[src/sv/mlsp_pkg.sv]
// mlsp_pkg: shared types and constants for the mpls label stack pop block
// no dependencies
`timescale 1ns / 1ps

package mlsp_pkg;

  localparam int AddrBytes  = 12;
  localparam int EtypeBytes = 2;
  localparam int LabelBytes = 4;
  localparam int BurstLen   = AddrBytes + EtypeBytes + 1;
  localparam int CountW     = 4;
  localparam int AddrIdxW   = $clog2(AddrBytes);
  localparam int LabelIdxW  = $clog2(LabelBytes);

  localparam logic [3:0] IpV4 = 4'd4;
  localparam logic [3:0] IpV6 = 4'd6;

  localparam logic [7:0] EtypeV4Hi = 8'h08;
  localparam logic [7:0] EtypeV4Lo = 8'h00;
  localparam logic [7:0] EtypeV6Hi = 8'h86;
  localparam logic [7:0] EtypeV6Lo = 8'hDD;

  localparam logic CmdSingle = 1'b0;
  localparam logic CmdBurst  = 1'b1;

  typedef struct packed {
    logic       valid;
    logic       kind;
    logic [7:0] data;
    logic       last;
    logic       drop;
  } cmd_t;

  typedef struct packed {
    logic                en;
    logic [AddrIdxW-1:0] addr;
    logic [7:0]          data;
  } addr_wr_t;

endpackage

[src/sv/mlsp_ifs.sv]
// mlsp_in_if / mlsp_out_if: valid-ready channels for frame bytes and results
// no dependencies
`timescale 1ns / 1ps

interface mlsp_in_if;
  logic       valid;
  logic       ready;
  logic [7:0] in_byte;
  logic       in_last;

  modport source (output valid, output in_byte, output in_last, input ready);
  modport sink   (input valid, input in_byte, input in_last, output ready);
endinterface

interface mlsp_out_if;
  logic       valid;
  logic       ready;
  logic [7:0] out_byte;
  logic       out_last;
  logic       out_drop;

  modport source (output valid, output out_byte, output out_last, output out_drop,
                  input ready);
  modport sink   (input valid, input out_byte, input out_last, input out_drop,
                  output ready);
endinterface

[src/sv/mpls_label_stack_pop_top.sv]
// Takes one frame byte per cycle unless stalled and strips the mpls label
// stack: the 12 address bytes are held, the ethertype and labels are
// consumed, and on the byte after the bottom label the frame is rewritten
// with ethertype 0x0800 or 0x86DD. The version byte of a kept frame yields
// a burst of 15 items, one per cycle from the result register while result
// ready allows, and input stalls until the last of them enters that
// register. A dropped frame (bad version, early end, too many labels) yields
// one item with the drop flag on its last byte. Items pass through a command
// register and then the result register, which together buffer two.
// No clearing pass after reset.
// depends on mlsp_pkg, mlsp_ifs, mlsp_parse, mlsp_emit
`timescale 1ns / 1ps

module mpls_label_stack_pop_top #(
  parameter int MAX_LABELS = 8
) (
  input  logic        clk,
  input  logic        rst,
  mlsp_in_if.sink     frame,
  mlsp_out_if.source  result
);

  mlsp_pkg::cmd_t     cmd;
  mlsp_pkg::addr_wr_t addr_wr;
  logic               cmd_ready;

  mlsp_parse #(
    .MAX_LABELS (MAX_LABELS)
  ) u_parse (
    .clk       (clk),
    .rst       (rst),
    .frame     (frame),
    .cmd_ready (cmd_ready),
    .cmd       (cmd),
    .addr_wr   (addr_wr)
  );

  mlsp_emit u_emit (
    .clk       (clk),
    .rst       (rst),
    .cmd_in    (cmd),
    .addr_wr   (addr_wr),
    .cmd_ready (cmd_ready),
    .result    (result)
  );

endmodule

[src/sv/mlsp_parse.sv]
// mlsp_parse: per-byte frame parser, walks addresses, ethertype and labels
// depends on mlsp_pkg and mlsp_in_if; issues commands to mlsp_emit
`timescale 1ns / 1ps

module mlsp_parse #(
  parameter int MAX_LABELS = 8
) (
  input  logic                clk,
  input  logic                rst,
  mlsp_in_if.sink             frame,
  input  logic                cmd_ready,
  output mlsp_pkg::cmd_t      cmd,
  output mlsp_pkg::addr_wr_t  addr_wr
);

  localparam logic [2:0] PhAddr  = 3'd0;
  localparam logic [2:0] PhEtype = 3'd1;
  localparam logic [2:0] PhLabel = 3'd2;
  localparam logic [2:0] PhVer   = 3'd3;
  localparam logic [2:0] PhPass  = 3'd4;

  localparam int CW = mlsp_pkg::CountW;
  localparam int LW = mlsp_pkg::LabelIdxW;

  logic [2:0]    phase, phase_next;
  logic [CW-1:0] byte_count, byte_count_next;
  logic [LW-1:0] label_byte_index, label_byte_index_next;
  logic          bottom_seen, bottom_seen_next;
  logic [CW-1:0] label_count, label_count_next;
  logic          discarding, discarding_next;

  logic          acc;
  logic          check_last;
  logic          go_idle;
  logic [CW-1:0] bc_inc;
  logic [CW-1:0] lc_inc;
  logic [3:0]    version;

  assign frame.ready = cmd_ready;
  assign acc         = frame.valid && frame.ready;
  assign bc_inc      = byte_count + CW'(1);
  assign lc_inc      = label_count + CW'(1);
  assign version     = frame.in_byte[7:4];

  always_comb begin
    phase_next            = phase;
    byte_count_next       = byte_count;
    label_byte_index_next = label_byte_index;
    bottom_seen_next      = bottom_seen;
    label_count_next      = label_count;
    discarding_next       = discarding;
    check_last            = 1'b0;
    go_idle               = 1'b0;
    cmd                   = '0;
    addr_wr.en            = 1'b0;
    addr_wr.addr          = byte_count[mlsp_pkg::AddrIdxW-1:0];
    addr_wr.data          = frame.in_byte;

    if (acc) begin
      check_last = 1'b1;
      if (!discarding) begin
        unique case (phase)
          PhAddr: begin
            addr_wr.en = 1'b1;
            if (bc_inc >= CW'(mlsp_pkg::AddrBytes)) begin
              phase_next      = PhEtype;
              byte_count_next = '0;
            end else begin
              byte_count_next = bc_inc;
            end
          end
          PhEtype: begin
            if (bc_inc >= CW'(mlsp_pkg::EtypeBytes)) begin
              phase_next            = PhLabel;
              byte_count_next       = '0;
              label_byte_index_next = '0;
              bottom_seen_next      = 1'b0;
            end else begin
              byte_count_next = bc_inc;
            end
          end
          PhLabel: begin
            if (label_byte_index == LW'(2)) begin
              bottom_seen_next = frame.in_byte[0];
            end
            if (label_byte_index == LW'(mlsp_pkg::LabelBytes - 1)) begin
              label_count_next      = lc_inc;
              label_byte_index_next = '0;
              if (bottom_seen) begin
                phase_next = PhVer;
              end else if (lc_inc >= CW'(MAX_LABELS)) begin
                discarding_next = 1'b1;
              end
              bottom_seen_next = 1'b0;
            end else begin
              label_byte_index_next = label_byte_index + LW'(1);
            end
          end
          PhVer: begin
            if (version == mlsp_pkg::IpV4 || version == mlsp_pkg::IpV6) begin
              cmd.valid  = 1'b1;
              cmd.kind   = mlsp_pkg::CmdBurst;
              cmd.data   = frame.in_byte;
              cmd.last   = frame.in_last;
              cmd.drop   = 1'b0;
              check_last = 1'b0;
              if (frame.in_last) begin
                go_idle = 1'b1;
              end else begin
                phase_next = PhPass;
              end
            end else begin
              discarding_next = 1'b1;
            end
          end
          PhPass: begin
            cmd.valid  = 1'b1;
            cmd.kind   = mlsp_pkg::CmdSingle;
            cmd.data   = frame.in_byte;
            cmd.last   = frame.in_last;
            cmd.drop   = 1'b0;
            check_last = 1'b0;
            go_idle    = frame.in_last;
          end
          default: begin
            go_idle = 1'b1;
          end
        endcase
      end

      if (check_last && frame.in_last) begin
        cmd.valid = 1'b1;
        cmd.kind  = mlsp_pkg::CmdSingle;
        cmd.data  = '0;
        cmd.last  = 1'b1;
        cmd.drop  = 1'b1;
        go_idle   = 1'b1;
      end
    end

    if (go_idle) begin
      phase_next            = PhAddr;
      byte_count_next       = '0;
      label_byte_index_next = '0;
      bottom_seen_next      = 1'b0;
      label_count_next      = '0;
      discarding_next       = 1'b0;
    end
  end

  always_ff @(posedge clk) begin
    if (rst) begin
      phase            <= PhAddr;
      byte_count       <= '0;
      label_byte_index <= '0;
      bottom_seen      <= 1'b0;
      label_count      <= '0;
      discarding       <= 1'b0;
    end else begin
      phase            <= phase_next;
      byte_count       <= byte_count_next;
      label_byte_index <= label_byte_index_next;
      bottom_seen      <= bottom_seen_next;
      label_count      <= label_count_next;
      discarding       <= discarding_next;
    end
  end

  a_label_bound: assert property (@(posedge clk) disable iff (rst)
    label_count <= CW'(MAX_LABELS))
    else $error("label count beyond limit");

  a_addr_phase_count: assert property (@(posedge clk) disable iff (rst)
    phase == PhAddr |-> byte_count < CW'(mlsp_pkg::AddrBytes))
    else $error("address byte count out of range");

  a_discard_drop_only: assert property (@(posedge clk) disable iff (rst)
    discarding && cmd.valid |-> cmd.drop)
    else $error("discarded frame issued a data command");

endmodule

[src/sv/mlsp_emit.sv]
// mlsp_emit: address store, command register and result register
// depends on mlsp_pkg and mlsp_out_if; fed by mlsp_parse
`timescale 1ns / 1ps

module mlsp_emit (
  input  logic                clk,
  input  logic                rst,
  input  mlsp_pkg::cmd_t      cmd_in,
  input  mlsp_pkg::addr_wr_t  addr_wr,
  output logic                cmd_ready,
  mlsp_out_if.source          result
);

  localparam int IW = $clog2(mlsp_pkg::BurstLen);

  logic [7:0]    address_store [mlsp_pkg::AddrBytes];
  mlsp_pkg::cmd_t cmd;
  logic [IW-1:0] idx;
  logic          out_valid;
  logic [7:0]    out_byte;
  logic          out_last;
  logic          out_drop;

  logic          slot_free;
  logic          step;
  logic          cmd_done;
  logic          is_v4;
  logic [7:0]    res_byte;
  logic          res_last;
  logic          res_drop;

  assign slot_free = !out_valid || result.ready;
  assign step      = cmd.valid && slot_free;
  assign cmd_done  = step && (cmd.kind == mlsp_pkg::CmdSingle ||
                              idx == IW'(mlsp_pkg::BurstLen - 1));
  assign cmd_ready = !cmd.valid || cmd_done;
  assign is_v4     = cmd.data[7:4] == mlsp_pkg::IpV4;

  always_comb begin
    res_byte = cmd.data;
    res_last = cmd.last;
    res_drop = cmd.drop;
    if (cmd.kind == mlsp_pkg::CmdBurst) begin
      priority if (idx < IW'(mlsp_pkg::AddrBytes)) begin
        res_byte = address_store[idx[mlsp_pkg::AddrIdxW-1:0]];
        res_last = 1'b0;
      end else if (idx == IW'(mlsp_pkg::AddrBytes)) begin
        res_byte = is_v4 ? mlsp_pkg::EtypeV4Hi : mlsp_pkg::EtypeV6Hi;
        res_last = 1'b0;
      end else if (idx == IW'(mlsp_pkg::AddrBytes + 1)) begin
        res_byte = is_v4 ? mlsp_pkg::EtypeV4Lo : mlsp_pkg::EtypeV6Lo;
        res_last = 1'b0;
      end else begin
        res_byte = cmd.data;
        res_last = cmd.last;
      end
    end
  end

  always_ff @(posedge clk) begin
    if (addr_wr.en) begin
      address_store[addr_wr.addr] <= addr_wr.data;
    end
  end

  always_ff @(posedge clk) begin
    if (rst) begin
      cmd.valid <= 1'b0;
      idx       <= '0;
      out_valid <= 1'b0;
    end else begin
      if (cmd_ready) begin
        cmd.valid <= cmd_in.valid;
        idx       <= '0;
      end else if (step) begin
        idx <= idx + IW'(1);
      end
      if (slot_free) begin
        out_valid <= cmd.valid;
      end
    end
    if (cmd_ready) begin
      cmd.kind <= cmd_in.kind;
      cmd.data <= cmd_in.data;
      cmd.last <= cmd_in.last;
      cmd.drop <= cmd_in.drop;
    end
    if (step) begin
      out_byte <= res_byte;
      out_last <= res_last;
      out_drop <= res_drop;
    end
  end

  assign result.valid    = out_valid;
  assign result.out_byte = out_byte;
  assign result.out_last = out_last;
  assign result.out_drop = out_drop;

  a_cmd_hold: assert property (@(posedge clk) disable iff (rst)
    cmd.valid && !cmd_done |=> cmd.valid && $stable(cmd.data) && $stable(cmd.kind))
    else $error("command lost before it was fully emitted");

  a_idx_range: assert property (@(posedge clk) disable iff (rst)
    idx <= IW'(mlsp_pkg::BurstLen - 1))
    else $error("burst index out of range");

  a_single_idx: assert property (@(posedge clk) disable iff (rst)
    cmd.valid && cmd.kind == mlsp_pkg::CmdSingle |-> idx == '0)
    else $error("single command with nonzero burst index");

  a_drop_shape: assert property (@(posedge clk) disable iff (rst)
    out_valid && out_drop |-> out_last && out_byte == 8'h00)
    else $error("drop item not a final zero byte");

endmodule
[src/flat_wrapper.sv]
// flat-port wrapper written by rule: the top's interface ports become plain ports
module mpls_label_stack_pop_top_flat 
#(
  parameter int MAX_LABELS = 8
)
  (clk, rst, frame_valid, frame_in_byte, frame_in_last, frame_ready, result_valid, result_out_byte, result_out_last, result_out_drop, result_ready);
  mlsp_in_if frame_i ();
  mlsp_out_if result_i ();
  input  logic clk;
  input  logic rst;
  input wire logic [$bits(frame_i.valid)-1:0] frame_valid;
  input wire logic [$bits(frame_i.in_byte)-1:0] frame_in_byte;
  input wire logic [$bits(frame_i.in_last)-1:0] frame_in_last;
  output wire logic [$bits(frame_i.ready)-1:0] frame_ready;
  output wire logic [$bits(result_i.valid)-1:0] result_valid;
  output wire logic [$bits(result_i.out_byte)-1:0] result_out_byte;
  output wire logic [$bits(result_i.out_last)-1:0] result_out_last;
  output wire logic [$bits(result_i.out_drop)-1:0] result_out_drop;
  input wire logic [$bits(result_i.ready)-1:0] result_ready;
  assign frame_i.valid = frame_valid;
  assign frame_i.in_byte = frame_in_byte;
  assign frame_i.in_last = frame_in_last;
  assign frame_ready = frame_i.ready;
  assign result_valid = result_i.valid;
  assign result_out_byte = result_i.out_byte;
  assign result_out_last = result_i.out_last;
  assign result_out_drop = result_i.out_drop;
  assign result_i.ready = result_ready;
  mpls_label_stack_pop_top #(.MAX_LABELS(MAX_LABELS)) u_core (.clk(clk), .rst(rst), .frame(frame_i), .result(result_i));
endmodule
[config.mk]
export PLATFORM = sky130hd
export DESIGN_NAME = mpls_label_stack_pop_top_flat
export DESIGN_NICKNAME = d
export VERILOG_FILES = /design/src/sv/mlsp_pkg.sv /design/src/sv/mlsp_ifs.sv /design/src/sv/mpls_label_stack_pop_top.sv /design/src/sv/mlsp_parse.sv /design/src/sv/mlsp_emit.sv /design/src/flat_wrapper.sv
export SDC_FILE = /design/constraint.sdc
export NUM_CORES = 1
export LEC_CHECK = 0
export ABC_AREA = 1
export BUFFER_PORTS_ARGS = -buffer_cell sky130_fd_sc_hd__clkbuf_2
export CAP_MARGIN = 20
export CORE_MARGIN = 2
export CORE_UTILIZATION = 30
export CTS_CLUSTER_SIZE = 16
export DETAILED_ROUTE_END_ITERATION = 6
export GPL_ROUTABILITY_DRIVEN = 0
export GPL_TIMING_DRIVEN = 0
export PLACE_DENSITY = 0.47
export SYNTH_ARGS = -nofsm -noshare
export SYNTH_HDL_FRONTEND = slang
export SYNTH_SLANG_ARGS = --single-unit
[constraint.sdc]
create_clock -name clk -period 2.55 [get_ports clk]
set_clock_uncertainty 0.1 [all_clocks]
set_input_delay 0.3825 -clock clk [delete_from_list [all_inputs] [get_ports clk]]
set_output_delay 0.3825 -clock clk [all_outputs]
set_load 0.05 [all_outputs]
Word level (Yosys, flattened, before mapping)
Memory sizes are Yosys's and may differ from the RTL's. A register that Yosys moved wholly into a read port is not among the register bits.
Index checks and enable logic that the tools add are counted.
{"block": "word_totals", "ramBits": 96, "romBits": 0, "in_bits": 13, "out_inout_bits": 12, "wordCells": 124, "latch_bits": 0, "reg_bits": 42, "n_memories": 1}
{"memory": "u_core.u_emit.address_store", "depth": 12, "word_bits": 8, "rd": 1, "rd_ports_with_merged_regs": 1, "write_ports": 1, "line": "mlsp_emit.sv:16", "source": "logic [7:0] address_store [mlsp_pkg::AddrBytes];"}
{"block": "classes", "eq_ne": 19, "shifts": 0, "mux": 54, "n_bitwise": 3, "reduce_logical": 23, "n_div": 0, "n_mul": 0, "n_addsub": 4, "order_cmp": 4}
{"cell": "two-way mux 12 bit", "n": 4}
{"cell": "two-way mux 8 bit", "n": 6}
{"cell": "two-way mux 1 bit", "n": 24}
{"cell": "one-hot mux 12 bit (2 select lines)", "n": 1}
{"cell": "two-way mux 3 bit", "n": 6}
{"cell": "two-way mux 4 bit", "n": 4}
{"cell": "adder 4 x 1 -> 4 bit (second input constant)", "n": 3}
{"cell": "== test 4 x 3 -> 1 bit (second input constant)", "n": 3}
{"cell": "== test 4 bit (second input constant)", "n": 3}
{"cell": "inequality test 2 bit (second input constant)", "n": 6}
{"cell": "one-hot mux 3 bit (4 select lines)", "n": 1}
{"cell": "AND reduction 9 bit", "n": 1}
{"cell": "greater-or-equal comparator 4 bit (second input constant)", "n": 2}
{"cell": "one-hot mux 4 bit (2 select lines)", "n": 1}
{"cell": "AND reduction 4 bit", "n": 2}
{"cell": "== test 3 x 2 -> 1 bit (second input constant)", "n": 2}
{"cell": "one-hot mux 1 bit (2 select lines)", "n": 3}
{"cell": "OR reduction 3 bit", "n": 2}
{"cell": "AND reduction 5 bit", "n": 1}
{"cell": "== test 2 bit (second input constant)", "n": 2}
{"cell": "greater-or-equal comparator 4 x 2 -> 1 bit (second input constant)", "n": 1}
{"cell": "logical AND 1 bit", "n": 4}
{"cell": "logical OR 1 bit", "n": 4}
{"cell": "less-than comparator 4 bit (second input constant)", "n": 1}
{"cell": "other kinds (14)", "n": 20}

Logic depth before layout (Yosys ltp)
Gate-level depths: netlist of run 1.
{"block": "depth", "depth_word": 11, "mapped_depth": 13, "mapped_depth_nobuf": 13}

By module
A second synthesis of run 1 with hierarchy kept.
{"block": "hier_totals", "cells_unflattened": 623, "hier_area_um2": 6288.5}
{"module": "mlsp_emit", "area_per_inst_um2": 5202.5, "seq_area_each_um2": 3713.6, "cells_each": 454, "instances": 1}
{"module": "mlsp_parse", "area_per_inst_um2": 1086.0, "seq_area_each_um2": 300.3, "cells_each": 169, "instances": 1}

Worst setup path before layout of run 1
Ideal clock, no wire load.
{"block": "synth_timing", "kind": "register to register", "startpoint": "register u_core.u_emit.out_valid, in the netlist u_core.u_emit.result.valid", "endpoint": "memory u_core.u_emit.address_store[0][0] (enable)", "path_stages_with_launch": 8, "arrival_time_ns": 1.828, "required_ns": 2.080, "setup_time_ns": 0.370, "period_less_slack_ns": 2.299, "slack_ns": 0.251, "n_path_buf": 0, "path_cell_list": "dfxtp_1 -> nand2_1 -> nand3_2 -> nand2_4 -> nand3_4 -> nor2_2 -> nand2_1 -> nor2_1"}
{"block": "synth_between", "elab_chain_cells": 9}
{"element": "start: declaration", "line": "mlsp_emit.sv:19", "source": "logic out_valid;"}
{"element": "start signal: assignment", "line": "mlsp_emit.sv:79", "source": "out_valid <= cmd.valid;"}
{"element": "zero test 1 bit", "line": "mlsp_emit.sv:32", "source": "assign slot_free = !out_valid || result.ready;"}
{"element": "logical OR 1 bit", "line": "mlsp_emit.sv:32"}
{"element": "logical AND 1 bit", "line": "mlsp_emit.sv:33", "source": "assign step = cmd.valid && slot_free;"}
{"element": "logical AND 1 bit", "line": "mlsp_emit.sv:34", "source": "assign cmd_done = step && (cmd.kind == mlsp_pkg::CmdSingle ||"}
{"element": "logical OR 1 bit", "line": "mlsp_emit.sv:36", "source": "assign cmd_ready = !cmd.valid || cmd_done;"}
{"element": "via frame_ready", "line": "flat_wrapper.sv:14", "source": "output wire logic [$bits(frame_i.ready)-1:0] frame_ready;"}
{"element": "logical AND 1 bit", "line": "mlsp_parse.sv:40", "source": "assign acc = frame.valid && frame.ready;"}
{"element": "two-way mux 1 bit", "line": "mlsp_parse.sv:59", "source": "if (acc) begin"}
{"element": "two-way mux 1 bit", "line": "mlsp_emit.sv:61", "source": "if (addr_wr.en) begin"}
{"element": "two-way mux 1 bit (implied by the code)", "line": "mlsp_emit.sv:62", "source": "address_store[addr_wr.addr] <= addr_wr.data;"}
{"element": "end: declaration", "line": "mlsp_emit.sv:16"}
The timed path passes the listed nets, and every way through them passes these cells.

Worst setup path after layout of run 1
{"block": "layout_timing", "startpoint": "register u_core.u_emit.idx[0]", "endpoint": "memory u_core.u_emit.address_store[2][7] (enable)"}
{"block": "layout_between", "elab_chain_cells": 8}
{"element": "start: declaration", "line": "mlsp_emit.sv:18", "source": "logic [IW-1:0] idx;"}
{"element": "start signal: assignment", "line": "mlsp_emit.sv:76", "source": "idx <= idx + IW'(1);"}
{"element": "== test 4 bit", "line": "mlsp_emit.sv:35", "source": "idx == IW'(mlsp_pkg::BurstLen - 1));"}
{"element": "logical OR 1 bit", "line": "mlsp_emit.sv:34"}
{"element": "logical AND 1 bit", "line": "mlsp_emit.sv:34"}
{"element": "logical OR 1 bit", "line": "mlsp_emit.sv:36"}
{"element": "logical AND 1 bit", "line": "mlsp_parse.sv:40"}
{"element": "two-way mux 1 bit", "line": "mlsp_parse.sv:59"}
{"element": "two-way mux 1 bit", "line": "mlsp_emit.sv:61"}
{"element": "two-way mux 1 bit (implied by the code)", "line": "mlsp_emit.sv:62"}
No other way between the ends.

==> impl_metrics.tcl, run 1 <==
set metrics [dict create \
    cts_root_buf "clkbuf_16" \
    power_density_nw_per_um2 684 \
    drtIter0Drc 368 \
    setup_viol 0 \
    ys_ff_latch 142 \
    slew_viol_final 0 \
    pwr-share-comb_pct 3.5 \
    hold_violations 0 \
    first_global_vias 4319 \
    min_path_type "in -> reg" \
    fin_crit_sh_pct 94.8 \
    crit_path_max_incr_delay_ns 0.35 \
    final_layout_size_suffix_gt1_share_pct 16.3 \
    min_period_ns 2.42 \
    via_per_inst 4.69 \
    grt_pass1_wl_um 23900 \
    grt_remaining_overflow 0 \
    fin_area_um2 7480 \
    clock_power_share_pct 46.8 \
    rsz0062_at_grt "yes" \
    yosys.area.top_type_share_pct 57.0 \
    start_util_pct 30.6 \
    ys.flop_type "edfxtp_1" \
    leakagePower_nw 2.74 \
    crit_chain "inv_1 > ha_1 > inv_1 > nand2_1 > nand3_2 > nand2_8 > nand3_4 > nor2_2 > nand2_1 > nor2_4" \
    avgSynthCellArea_um2 10.4 \
    clock_sinks 142 \
    antenna_found_initial 0 \
    cts_hold_buf 0 \
    power.internal_mw 4.02 \
    layout_commonest_cell "edfxtp_1" \
    preCtsSetupSlack_ns -0.288 \
    ant_nets 0 \
    min_path_cells 2 \
    track_usage_pct 14.6 \
    p_sw_share_pct 21.4 \
    slew_headroom_pct 59.8 \
    crit_fanout 16 \
    drc_errors 0 \
    fmax_ghz 0.414 \
    mostFrequentLayoutCells "edfxtp_1, nand2_1, nor2_1" \
    fin_tns_setup_ns 0 \
    fillers 2038 \
    worstRegToRegCells 10 \
    crit_type "reg -> reg" \
    cap_viol_max_count 0 \
    ys_seq_area_share_pct 65.1 \
    core_um2 20200 \
    cp.arrival_ns 2.41 \
    placed_area_um2 6620 \
    status "complete, no violations" \
    nets 667 \
    multi_input_area_um2 2000 \
    dpl.hpwl_um 10400 \
    synth_nets 615 \
    layout-area-overhead-vs-synth_pct 21.3 \
    dieArea_um2 21700 \
    io_buffer_count 24 \
    crit_family "simple AND/OR/NAND/NOR gates" \
    clockBufferDepth 2 \
    crit_slowest_cell "dfxtp_1" \
    cts.clk_slew.worst_paths_ns 0.06 \
    synthArstFlopShare_pct 0 \
    die_x_um 147 \
    wl_um 15100 \
    end_kind "register" \
    grt_max_degree 17 \
    dp.cells 885 \
    die_h_um 147 \
    cp.depth 10 \
    p_sw_mw 1.10 \
    synth_top_cell_by_area "edfxtp_1" \
    pwr-share-seq_pct 49.8 \
    regArea_um2 4010 \
    worst_slew_pin_slew_ns 0.603 \
    cts_tree "built" \
    synthTopCellsByArea "edfxtp_1, dfxtp_1, nor2_1, nand2_1, o21ai_0" \
    fin_util_pct 37.1 \
    vias 4341 \
    io_pins 25 \
    synth_edf_count 117 \
    htree_levels 4 \
    synth.distinct_cells 32 \
    required_ns 2.54 \
    ir_drop_uv 461 \
    num_rows 52 \
    syn_area_um2 6160 \
    setup_slack_ns 0.133 \
    critical_path_buf_inv_count 2 \
    numCtsBuffers 17 \
    syn_inst 591 \
    wl_per_cell_um 16.3 \
    diodes 0 \
    fin_cells 926 \
    drtPass1Iterations 5 \
    power_mw 5.12 \
    setup.worst_path.start_class "register" \
    clk_latency_ns 0.42 \
    yosysWarnings 0 \
    fin_hold_ws_ns 0.0465 \
]
-- what timing repair did --
action	4_1_cts	5_1_grt
hold endpoints to repair	0	0
setup buffers	0	9
gates resized for setup	18	8
pin swaps	0	10
endpoints found under the setup margin	96	96
-- power by group through the flow --
| stage | clock network [mW] | registers, mW | logic [mW] |
|---|---|---|---|
| final | 2.39 | 2.55 | 0.178 |
| after global routing | 2.54 | 2.55 | 0.198 |
| after CTS | 2.43 | 2.55 | 0.167 |
| after detailed placement | 0 | 2.60 | 0.160 |
| after global placement | 0 | 2.60 | 0.158 |
| after floorplan | 0 | 2.61 | 0.0734 |
-- final cells by class --
| type | instances | share of cell area (%) |
|---|---|---|
| multi-input cells | 385 | 26.7 |
| plain buffers | 16 | 0.953 |
| clock inverters | 14 | 1.96 |
| inverters | 48 | 2.44 |
| flip-flops and latches | 142 | 53.7 |
| repair buffers | 33 | 4.01 |
| well taps | 270 | 4.52 |
| clock buffers | 18 | 5.74 |
-- final timing paths --
path,startpoint,to,slack (ns)
max,u_core.u_emit.idx[0],u_core.u_emit.address_store[2][7],0.13
min,rst,u_core.u_emit.result.valid,0.05
max reg2reg,u_core.u_emit.idx[0],u_core.u_emit.address_store[2][7],0.13
min reg2reg,u_core.u_emit.res_drop,u_core.u_emit.result.out_drop,0.33
-- metal layers --
metal | share of wire, % | vias to the layer above | GRT usage [%]
met5 | 0 | - | 0
met4 | 2.6 | 0 | 6.39
met3 | 4.0 | 22 | 3.20
met2 | 47 | 86 | 23.6
met1 | 46 | 2077 | 18.9
li1 | - | 2156 | -
-- worst register-to-register path, cell delays in order (launching register included) --
cell and delay [ns]:
dfxtp_1 0.35, inv_1 0.11, ha_1 0.16, inv_1 0.04
nand2_1 0.06, nand3_2 0.15, nand2_8 0.18, nand3_4 0.16
nor2_2 0.21, nand2_1 0.25, nor2_4 0.32
-- logic make-up (layout without fill, tap and decap cells) --
family          count (synthesis)  count (layout)  synth area share [%]
compound gates                105             105                  9.32
xor+xnor                        3               3                 0.426
fa+ha+maj                      11              11                  2.23
buf+inv                        64             129                  4.12
flops                         142             142                  65.1
simple gates                  266             266                  18.8
-- Yosys cell counts, types with 5 or more instances --
master,instances
o22ai_1,18
buf_2,9
ha_1,11
a21oi_1,21
dfxtp_1,25
nand4_1,7
o21ai_0,57
nand3_1,35
nand2_1,101
edfxtp_1,117
nor2_1,102
nand2_2,5
inv_1,42
clkbuf_1,6
-- state kept, by name, summed over array words and instances, names as in the netlist, named ones only --
signal and cells:
u_core.u_emit.res_drop 1, u_core.u_parse.bottom_seen 1, u_core.u_emit.result.out_last 1, u_core.u_emit.result.valid 1, u_core.u_parse.phase 3, u_core.u_parse.byte_count 4, u_core.u_emit.idx 4, u_core.u_parse.label_byte_index 2
u_core.u_emit.result.out_drop 1, u_core.u_emit.address_store 96, u_core.u_parse.label_count 4, u_core.u_emit.result.out_byte 8, u_core.u_parse.discarding 1, u_core.u_emit.cmd 11
No activity file was read; power rests on OpenSTA's default activity.
==> run 2: changes to the inputs <==
--- a/config.mk
+++ b/config.mk
@@ -5,7 +5,6 @@
 export SDC_FILE = /design/constraint.sdc
 export NUM_CORES = 1
 export LEC_CHECK = 0
-export ABC_AREA = 1
 export BUFFER_PORTS_ARGS = -buffer_cell sky130_fd_sc_hd__clkbuf_2
 export CAP_MARGIN = 20
 export CORE_MARGIN = 2
==> run 2 against run 1 <==
  * The run now ends with negative setup slack left
  * Flip-flop and latch count stayed put
  * Clock-buffer cell count stayed put
  * Register-to-register slack worse by 0.15 ns
  * Sequential share of layout area is 2.4 points higher
  * Synthesized cell count is 34% lower
  * Critical path depth is 3 lower
  * Cell count is 23% lower
  * Largest power group unchanged
  * Sequential power hardly changed
  * Critical path type unchanged
  * Via count is 21% lower
  * Combinational power is 8% lower
  * Synthesized area is 2.2% lower
  * Non-clock buffer count is 2 lower
==> impl_metrics.tcl, run 2 <==
set metrics [dict create \
    status "finished, violations left" \
    failed_checks "negative setup slack" \
    setup_slack_ns -0.0132 \
    regArea_um2 4010 \
    layout-area-overhead-vs-synth_pct 18.9 \
    setup.worst_path.start_class "register" \
    drtIter0Drc 226 \
    setup_viol 15 \
    crit_type "reg -> reg" \
    via_per_inst 4.78 \
    ys.flop_type "edfxtp_1" \
    vias 3425 \
    dieArea_um2 21200 \
    syn_area_um2 6030 \
    cts_root_buf "clkbuf_16" \
    core_um2 19600 \
    start_util_pct 30.8 \
    reg_top3 "u_core.u_emit.address_store x96, u_core.u_emit.cmd x11, u_core.u_emit.result.out_byte x8" \
    cp.arrival_ns 2.51 \
    ys_ff_latch 142 \
    antenna_found_initial 0 \
    power.internal_mw 4.10 \
    crit_chain "inv_1 > ha_1 > and3_4 > o211a_4 > and3_1 > nand3b_1 > nor2_2" \
    yosys.area.top_type_share_pct 58.3 \
    track_usage_pct 12.7 \
    synth_commonest_cells "edfxtp_1, nor2_1, dfxtp_1" \
    synth.most_common_cell "edfxtp_1" \
    synth_top_cell_by_area "edfxtp_1" \
    placed_area_um2 6540 \
    ys_seq_area_share_pct 66.6 \
    grt_pass1_wl_um 20400 \
    fmax_ghz 0.390 \
    crit_path_max_incr_delay_ns 0.54 \
    cts_tree "built" \
    fin_crit_sh_pct 101 \
    avgSynthCellArea_um2 15.5 \
    dpl.hpwl_um 8690 \
    nets 463 \
    min_path_type "in -> reg" \
    p_sw_share_pct 20.2 \
    required_ns 2.50 \
    fillers 1870 \
    die_x_um 146 \
    cap_viol_max_count 0 \
    pwr-share-comb_pct 3.2 \
    cts.clk_slew.worst_paths_ns 0.06 \
    syn_inst 390 \
    multi_input_area_um2 1950 \
    min_period_ns 2.56 \
    fin_cells 717 \
    diodes 0 \
    first_global_vias 3546 \
    die_h_um 146 \
    leakagePower_nw 2.31 \
    r2r_end "u_core.u_emit.address_store[4][0]" \
    slew_viol_final 0 \
    worstRegToRegCells 7 \
    synthTopCellsByArea "edfxtp_1, mux4_2, dfxtp_1, ha_1, nor2_1" \
    slew_headroom_pct 39.6 \
    crit_slowest_cell "nor2_2" \
    yosysWarnings 0 \
    fin_util_pct 36.6 \
    clock_sinks 142 \
    largest_register "u_core.u_emit.address_store" \
    synth_edf_count 117 \
    mostFrequentLayoutCells "edfxtp_1, dfxtp_1, mux4_2, clkbuf_2" \
    io_pins 25 \
    synth.distinct_cells 59 \
    htree_levels 4 \
    worst_slew_pin_slew_ns 0.893 \
    grt_max_degree 17 \
    ir_drop_uv 400 \
    io_buffer_count 24 \
    drtPass1Iterations 4 \
    preCtsSetupSlack_ns -0.242 \
    power_density_nw_per_um2 717 \
    final_layout_size_suffix_gt1_share_pct 26.1 \
    rsz0062_at_grt "yes" \
    hold_violations 0 \
    min_path_cells 2 \
    whs_endpoint "u_core.u_emit.cmd[11]" \
    ant_nets 0 \
    pwr-share-seq_pct 49.6 \
    crit_fanout 8 \
    grt_remaining_overflow 0 \
    p_sw_mw 1.04 \
    dp.cells 683 \
    num_rows 51 \
    fin_area_um2 7160 \
    worstReg2RegStart "u_core.u_emit.idx[0]" \
    layout_commonest_cell "edfxtp_1" \
    drc_errors 0 \
    clk_latency_ns 0.42 \
    fin_tns_setup_ns -0.110 \
    end_kind "register" \
    r2r_slack_ns -0.01 \
    synthArstFlopShare_pct 0 \
    largest_register_ffs 96 \
    wl_per_cell_um 17.8 \
    synth_nets 414 \
    hp-start "rst" \
    clock_power_share_pct 47.3 \
    clockBufferDepth 2 \
    wl_um 12700 \
    numCtsBuffers 17 \
]
run 2: cells by family (layout without fill, tap and decap cells):
kind of cell,count (synthesis),after routing,synth area share [%]
multiplexers,41,41,11.9
AND/OR/NAND/NOR,108,108,9.86
XOR/XNOR,9,9,1.31
adder cells (fa/ha/maj),11,11,2.28
buffers and inverters,28,90,2.03
AO/OA/AOI/OAI,51,51,5.98
flip-flops,142,142,66.6
run 2: routing by layer:
metal / vias up / part of all wire (%) / track usage, %
met2: 57 / 50 / 20.6
li1: 1619 / - / -
met4: 0 / 1.5 / 4.56
met3: 15 / 3.2 / 3.54
met5: - / 0 / 0
met1: 1734 / 46 / 16.4
run 2: final cells by class:
class                      count  share of cell area [%]
sequential                   142                    56.0
multi-input combinational    220                    27.2
tap                          265                    4.63
buffer                        17                    1.14
clock inverter                14                    2.10
timing repair buffer          30                    2.31
inverter                      11                   0.576
clock buffer                  18                    5.99
run 2: metrics by stage:
stage | power, mW | hold slack [ns]
floorplan | 2.68 | 0.300
global placement | 2.75 | 0.311
detailed placement | 2.76 | 0.306
CTS | 5.19 | 0.0960
global route | 5.32 | 0.113
finish | 5.13 | 0.114
run 2: critical path, delay by kind of cell, from the launching register on:
kind / cells / cell delay, ns
simple gates: 4 / 1.29
buf+inv: 1 / 0.10
fa+ha+maj: 1 / 0.15
compound gates: 1 / 0.21
flops: 1 / 0.35
run 2: worst max-delay path by stage:
stage | from | end | depth (start not counted)
after global placement | u_core.u_emit.idx[0] | u_core.u_emit.address_store[2][1] | 6
final | u_core.u_emit.idx[0] | u_core.u_emit.address_store[4][0] | 7
after CTS | u_core.u_emit.idx[0] | u_core.u_emit.address_store[7][6] | 7
after floorplan | u_core.u_emit.idx[0] | u_core.u_emit.address_store[0][0] | 6
after global routing | u_core.u_emit.idx[0] | u_core.u_emit.address_store[7][2] | 7
after detailed placement | u_core.u_emit.idx[0] | u_core.u_emit.address_store[7][1] | 7
run 2: power by group through the flow:
stage          clock network, mW  registers, mW  logic, mW
2_1_floorplan                  0           2.61     0.0663
3_3_place_gp                   0           2.59      0.156
3_5_place_dp                   0           2.59      0.164
4_1_cts                     2.48           2.54      0.165
5_1_grt                     2.59           2.55      0.180
6_report                    2.43           2.54      0.163
run 2: timing repair:
action                                  CTS  global route
endpoints found under the setup margin   65            65
setup buffers                             0             2
hold buffers                              0             0
pin swaps                                 0             1
resized for setup                         5             5
